File: src/hdl/ilst_pkg.sv
`timescale 1ns / 1ps
`default_nettype none

package ilst_pkg;

  // default list depth
  localparam int unsigned DefCapacity = 256;

  // fixed field widths
  localparam int unsigned KindW   = 2;
  localparam int unsigned PosW    = 9;
  localparam int unsigned ValW    = 32;
  localparam int unsigned StatusW = 2;
  localparam int unsigned FoundW  = 8;
  localparam int unsigned CntOutW = 9;

  // request kinds
  localparam logic [KindW-1:0] ReqInsert = 2'd0;
  localparam logic [KindW-1:0] ReqRemove = 2'd1;
  localparam logic [KindW-1:0] ReqSearch = 2'd2;

  // result status codes
  localparam logic [StatusW-1:0] StOk    = 2'd0;
  localparam logic [StatusW-1:0] StRange = 2'd1;
  localparam logic [StatusW-1:0] StFull  = 2'd2;
  localparam logic [StatusW-1:0] StMiss  = 2'd3;

  // walk pointer start point
  typedef enum logic [1:0] {
    IdxPos,
    IdxPosInc,
    IdxZero
  } idx_sel_e;

  // controller to datapath
  typedef struct packed {
    logic                req_load;
    logic                idx_load;
    idx_sel_e            idx_sel;
    logic                walk;
    logic                pend;
    logic                wr_up;
    logic                wr_value;
    logic                cnt_inc;
    logic                cnt_dec;
    logic                res_load;
    logic [StatusW-1:0]  res_status;
    logic                res_hit;
  } cmd_t;

  // datapath to controller
  typedef struct packed {
    logic [KindW-1:0] kind;
    logic             ins_range;
    logic             rm_range;
    logic             full;
    logic             empty;
    logic             more;
    logic             rd_valid;
    logic             hit;
  } sts_t;

endpackage

`default_nettype wire

File: src/hdl/ilst_ctrl.sv
`timescale 1ns / 1ps
`default_nettype none

module ilst_ctrl (
  input  wire logic            clk_i,
  input  wire logic            rst_ni,
  input  wire logic            in_valid_i,
  output logic                 in_ready_o,
  output logic                 out_valid_o,
  input  wire logic            out_ready_i,
  input  wire ilst_pkg::sts_t  sts_i,
  output ilst_pkg::cmd_t       cmd_o
);

  localparam logic [3:0] StIdle     = 4'd0;
  localparam logic [3:0] StCheck    = 4'd1;
  localparam logic [3:0] StInsFirst = 4'd2;
  localparam logic [3:0] StInsWalk  = 4'd3;
  localparam logic [3:0] StInsDone  = 4'd4;
  localparam logic [3:0] StRmWalk   = 4'd5;
  localparam logic [3:0] StRmDone   = 4'd6;
  localparam logic [3:0] StSrWalk   = 4'd7;
  localparam logic [3:0] StOut      = 4'd8;

  logic [3:0] state_q, state_d;

  assign in_ready_o  = state_q == StIdle;
  assign out_valid_o = state_q == StOut;

  always_comb begin
    state_d = state_q;
    cmd_o   = '0;
    cmd_o.idx_sel    = ilst_pkg::IdxZero;
    cmd_o.res_status = ilst_pkg::StOk;
    unique case (state_q)
      StIdle: begin
        if (in_valid_i) begin
          cmd_o.req_load = 1'b1;
          state_d        = StCheck;
        end
      end
      StCheck: begin
        case (sts_i.kind)
          ilst_pkg::ReqInsert: begin
            if (sts_i.ins_range) begin
              cmd_o.res_load   = 1'b1;
              cmd_o.res_status = ilst_pkg::StRange;
              state_d          = StOut;
            end else if (sts_i.full) begin
              cmd_o.res_load   = 1'b1;
              cmd_o.res_status = ilst_pkg::StFull;
              state_d          = StOut;
            end else begin
              cmd_o.idx_load = 1'b1;
              cmd_o.idx_sel  = ilst_pkg::IdxPos;
              state_d        = StInsFirst;
            end
          end
          ilst_pkg::ReqRemove: begin
            if (sts_i.rm_range) begin
              cmd_o.res_load   = 1'b1;
              cmd_o.res_status = ilst_pkg::StRange;
              state_d          = StOut;
            end else begin
              cmd_o.idx_load = 1'b1;
              cmd_o.idx_sel  = ilst_pkg::IdxPosInc;
              state_d        = StRmWalk;
            end
          end
          ilst_pkg::ReqSearch: begin
            if (sts_i.empty) begin
              cmd_o.res_load   = 1'b1;
              cmd_o.res_status = ilst_pkg::StMiss;
              state_d          = StOut;
            end else begin
              cmd_o.idx_load = 1'b1;
              cmd_o.idx_sel  = ilst_pkg::IdxZero;
              state_d        = StSrWalk;
            end
          end
          default: begin
            cmd_o.res_load = 1'b1;
            state_d        = StOut;
          end
        endcase
      end
      StInsFirst: begin
        // new value lands at its slot while the old one is read out
        cmd_o.wr_value = 1'b1;
        if (sts_i.more) begin
          cmd_o.walk  = 1'b1;
          cmd_o.pend  = 1'b1;
          cmd_o.wr_up = 1'b1;
        end
        state_d = StInsWalk;
      end
      StInsWalk: begin
        if (sts_i.more) begin
          cmd_o.walk  = 1'b1;
          cmd_o.pend  = 1'b1;
          cmd_o.wr_up = 1'b1;
        end else begin
          state_d = StInsDone;
        end
      end
      StInsDone: begin
        cmd_o.cnt_inc  = 1'b1;
        cmd_o.res_load = 1'b1;
        state_d        = StOut;
      end
      StRmWalk: begin
        if (sts_i.more) begin
          cmd_o.walk = 1'b1;
          cmd_o.pend = 1'b1;
        end else begin
          state_d = StRmDone;
        end
      end
      StRmDone: begin
        cmd_o.cnt_dec  = 1'b1;
        cmd_o.res_load = 1'b1;
        state_d        = StOut;
      end
      StSrWalk: begin
        if (sts_i.hit) begin
          cmd_o.res_load = 1'b1;
          cmd_o.res_hit  = 1'b1;
          state_d        = StOut;
        end else if (sts_i.more) begin
          cmd_o.walk = 1'b1;
        end else if (!sts_i.rd_valid) begin
          cmd_o.res_load   = 1'b1;
          cmd_o.res_status = ilst_pkg::StMiss;
          state_d          = StOut;
        end
      end
      StOut: begin
        if (out_ready_i) begin
          state_d = StIdle;
        end
      end
      default: begin
        state_d = StIdle;
      end
    endcase
  end

  always_ff @(posedge clk_i or negedge rst_ni) begin
    if (!rst_ni) begin
      state_q <= StIdle;
    end else begin
      state_q <= state_d;
    end
  end

endmodule

`default_nettype wire

File: config.mk
export PLATFORM = sky130hd
export DESIGN_NAME = ilst_ctrl
export DESIGN_NICKNAME = d
export VERILOG_FILES = /design/src/hdl/ilst_pkg.sv /design/src/hdl/ilst_ctrl.sv
export SDC_FILE = /design/constraint.sdc
export NUM_CORES = 1
export LEC_CHECK = 0
export BUFFER_PORTS_ARGS = -buffer_cell sky130_fd_sc_hd__buf_4
export CAP_MARGIN = 20
export CORE_AREA = 8 8 45 47
export CTS_BUF_LIST = sky130_fd_sc_hd__clkbuf_16
export DETAILED_ROUTE_END_ITERATION = 16
export DIE_AREA = 0 0 53 55
export PLACE_DENSITY_LB_ADDON = 0.12
export SLEW_MARGIN = 20
export SYNTH_ARGS = -nofsm -noshare
export SYNTH_HDL_FRONTEND = slang
export SYNTH_SLANG_ARGS = --single-unit
export TNS_END_PERCENT = 30
File: constraint.sdc
create_clock -name clk_i -period 2.7 [get_ports clk_i]
set_input_delay 0.81 -clock clk_i [delete_from_list [all_inputs] [get_ports clk_i]]
set_output_delay 0.81 -clock clk_i [all_outputs]
set_load 0.005 [all_outputs]
## Yosys cells after proc, flatten, opt, wreduce, memory -nomap -nowiden

Index checks and enable logic that the tools add are counted.

| storage, ports and cells | value |
|---|---|
| bits in registers | 4 |
| input port bits | 13 |

| cells by class | value |
|---|---|
| equal/unequal tests | 16 |
| mux-type cells | 45 |
| reductions and logical operators | 5 |

Operators with widths:

| kind | number |
|---|---|
| 4-bit 2-to-1 mux | 11 |
| 3-bit 2-to-1 mux | 12 |
| 4-bit case mux with 8 select lines | 1 |
| 4-bit by 3-bit == test with 1-bit output (second input constant) | 4 |
| 4-bit case mux with 3 select lines | 1 |
| 1-bit 2-to-1 mux | 11 |
| 1-bit case mux with 3 select lines | 3 |
| 3-bit case mux with 3 select lines | 1 |
| 4-bit by 2-bit == test with 1-bit output (second input constant) | 2 |
| 2-bit inequality test (second input constant) | 3 |
| 3-bit inequality test (second input constant) | 2 |
| 2-bit case mux with 3 select lines | 1 |
| 6-bit AND reduction | 1 |
| 4-bit by 1-bit == test with 1-bit output (second input constant) | 1 |
| 4-bit == test (second input constant) | 1 |
| 4-bit logical NOT | 1 |
| 2-bit 2-to-1 mux | 2 |
| 2-bit case mux with 2 select lines | 1 |
| 2-bit OR reduction | 2 |
| 2-bit by 1-bit == test with 1-bit output (second input constant) | 1 |
| 2-bit == test (second input constant) | 1 |
| 2-bit logical NOT | 1 |
| 2-bit by 1-bit inequality test with 1-bit output (second input constant) | 1 |
| 1-bit case mux with 2 select lines | 1 |

## Logic depth before layout (Yosys ltp)

| logic depth | value |
|---|---|
| depth in word-level cells | 4 |
| mapped depth | 5 |

## Worst setup path after synthesis

No wires, ideal clock.

| timing | value |
|---|---|
| path kind | input to output |
| start | input port sts_i[1] in the netlist's numbering |
| end | output port cmd_o[1] in the netlist's numbering |
| arrival | 1564 ps |
| required time | 1890 ps |
| path slack | 326 ps |
| stages on the path | 3 |
| buffers on the path | 0 |
| path through | or3_1 or3_1 o21ai_0 |

RTL lines:

| element | RTL line | source |
|---|---|---|
| start, declared | ilst_ctrl.sv:11 | `input wire ilst_pkg::sts_t sts_i,` |
| end, declared | ilst_ctrl.sv:12 | `output ilst_pkg::cmd_t cmd_o` |

==> impl_metrics.ini <==
[run_status]
outcome = finished, final reports clean

[timing]
clock_skew_ns = 0.000246
max_freq_mhz = 375
period_minus_slack_ns = 2.67
hold_viol = 0
fin_ws_ns = 0.0328
fin_crit_sh = 0.988
final_max_slew_viol_count = 0
tightest_slew_ns = 0.350
fin_setup_tns_ns = 0
slew-limit-headroom = 0.765
hold_ws_ns = 0.371
setup_viol = 0
rsz0062_at_grt = true

[global_route]
grt_usage = 0.115
antenna_found_initial = 0
grt_pass1_vias = 652
grt_pass1_wl_um = 2590
overflow = 0
grt_max_degree = 13

[finish]
design_area_um2 = 875
seqCellArea_um2 = 100
drive_above_1_share = 0.425
top_register = state_q
nets = 121
diodes = 0
multi_input_area_um2 = 405
synthToLayoutAreaGrowth_pct = 66.8
largest_register_ff_count = 4
n_fill_cell = 121
top_regs = state_q (4)

[setup_path]
required_ns = 1.89
worstSetupStartpoint = sts_i[2]
crit_type = input pin to primary output
cp.arrival_ns = 1.86
critPathMaxFanout = 2
critPathCaptureType = primary output
critPathLaunchType = input pin
path_cells = buf_6 > or3_4 > or3_4 > o31ai_2 > buf_4
critPathSlowestCell = or3_4
cpMostUsedCell = or3_4
r2r_start = state_q[1]
cp_slowest_stage_delay_ns = 0.38

[synth]
synth_nets = 87
synthCells = 74
synth-seq-area-share = 0.191
ys_warn_count = 0
synth.avg_cell_area_um2 = 7.08
synthTopCellsByCount = a21oi_1, nand2_1, inv_1, nor2_1, nor3_1
async_flop_share = 1.00
yosysTopAreaCell = dfrtp_1
yosysMostFrequentCell = a21oi_1
ys_ff_latch = 4
synth_ff_type = dfrtp_1
synth_edf_count = 0
synthTopCellsByArea = dfrtp_1, a21oi_1, nand2_1, nor3_1, mux2i_1
synth_top_area_frac = 0.191
synth_area_um2 = 524
synth_cell_type_count = 35

[floorplanning]
start_util = 0.379
coreArea_um2 = 1380
rows = 14
io_pins = 29
die_h_um = 55
die_x_um = 53
dieArea_um2 = 2920

[routing]
finalWirelength_um = 1620
initialDrtViolationCount = 10
ant_nets = 0
dr.pass1.iters = 4
routedWlPerCell_um = 13.3
drc = 0
avgViaCountPerCell = 5.54
num_vias = 676

[placement]
gp_congestion = 0.837
io_buffer_count = 28
placement.cell_area_um2 = 773
dpl.hpwl_um = 1310
place_ws_ns = 0.0548

[power]
power.leakage_nw = 0.403
pwr_density_cell_nw_per_um2 = 944
ir_drop_v = 0.000647
power.total_uw = 825

[clock_tree]
cts_buffers = 3
cts-root-buf = clkbuf_16
clkTransAtPathRegs_ns = 0.03
postCtsSetupRepairBufs = 0
cts_buffer_depth = 2
clkLatencyLatePin_ns = 0.22
cts_sinks = 4
htree_levels = 1
cts_tree = done

[job]
maxCapViolations = 0

[worst_hold_path]
hold_class = input pin to asynchronous set/reset pin
critical path: cells and delay by family:
kind / cells / cell delay [ns]
AOI/OAI and AO/OA: 1 / 0.07
buffers and inverters: 2 / 0.23
and+or+nand+nor: 2 / 0.74
through the flow:
stage,utilization,cells
5_1_grt,0.632,122
3_5_place_dp,0.559,119
6_report,0.632,122
4_1_cts,0.613,122
2_1_floorplan,-,74
3_3_place_gp,0.559,119
power by group:
| part | switching, mW | leakage (nW) | total [mW] | internal (mW) |
|---|---|---|---|---|
| Clock | 0.0419 | 0.0370 | 0.231 | 0.189 |
| Combinational | 0.228 | 0.314 | 0.465 | 0.237 |
| Sequential | 0.0410 | 0.0523 | 0.129 | 0.0877 |
cell usage in the layout, fill, tap and decap left out, types with 2 or more instances in the layout:
cell	instances
nor4_1	3
nor2_1	5
mux2i_1	2
nor3_1	5
buf_4	31
or3_4	3
buf_6	2
a21oi_1	8
dfrtp_1	4
clkbuf_16	3
nand2_1	7
o21a_1	2
nand2b_1	2
inv_1	5
a21boi_0	2
cell type report:
| cell class | instances | share of cell area |
|---|---|---|
| sequential | 4 | 0.114 |
| timing repair buffer | 33 | 0.292 |
| inverter | 5 | 0.0215 |
| clock buffer | 3 | 0.0858 |
| multi-input combinational | 61 | 0.464 |
| tap | 16 | 0.0229 |
worst paths after layout:
path | endpoint | slack, ns | depth (start not counted)
max | cmd_o[2] | 0.03 | 5
min | state_q[1] | 0.37 | 1
max reg2reg | state_q[3] | 1.28 | 4
min reg2reg | state_q[0] | 0.65 | 2
max in group asynchronous | state_q[3] | 2.23 | 1
min in group clk_i | state_q[0] | 0.65 | 2
routing by layer:
metal | track usage | part of all wire
met5 | 0 | 0
met4 | 0.0647 | 0.017
met2 | 0.189 | 0.50
met1 | 0.135 | 0.42
met3 | 0.0267 | 0.065
logic make-up (layout without fill, tap and decap cells):
group,count (synthesis),after routing,share of synthesized area
compound gates,28,28,0.384
flops,4,4,0.191
simple gates,31,31,0.315
buf+inv,9,41,0.0716
mux,2,2,0.0382
what timing repair did:
action / CTS / global route
hold buffers: 0 / 0
gates resized for setup: 0 / 7
setup endpoints to repair: 0 / 2
(Power assumes the default switching activity.)
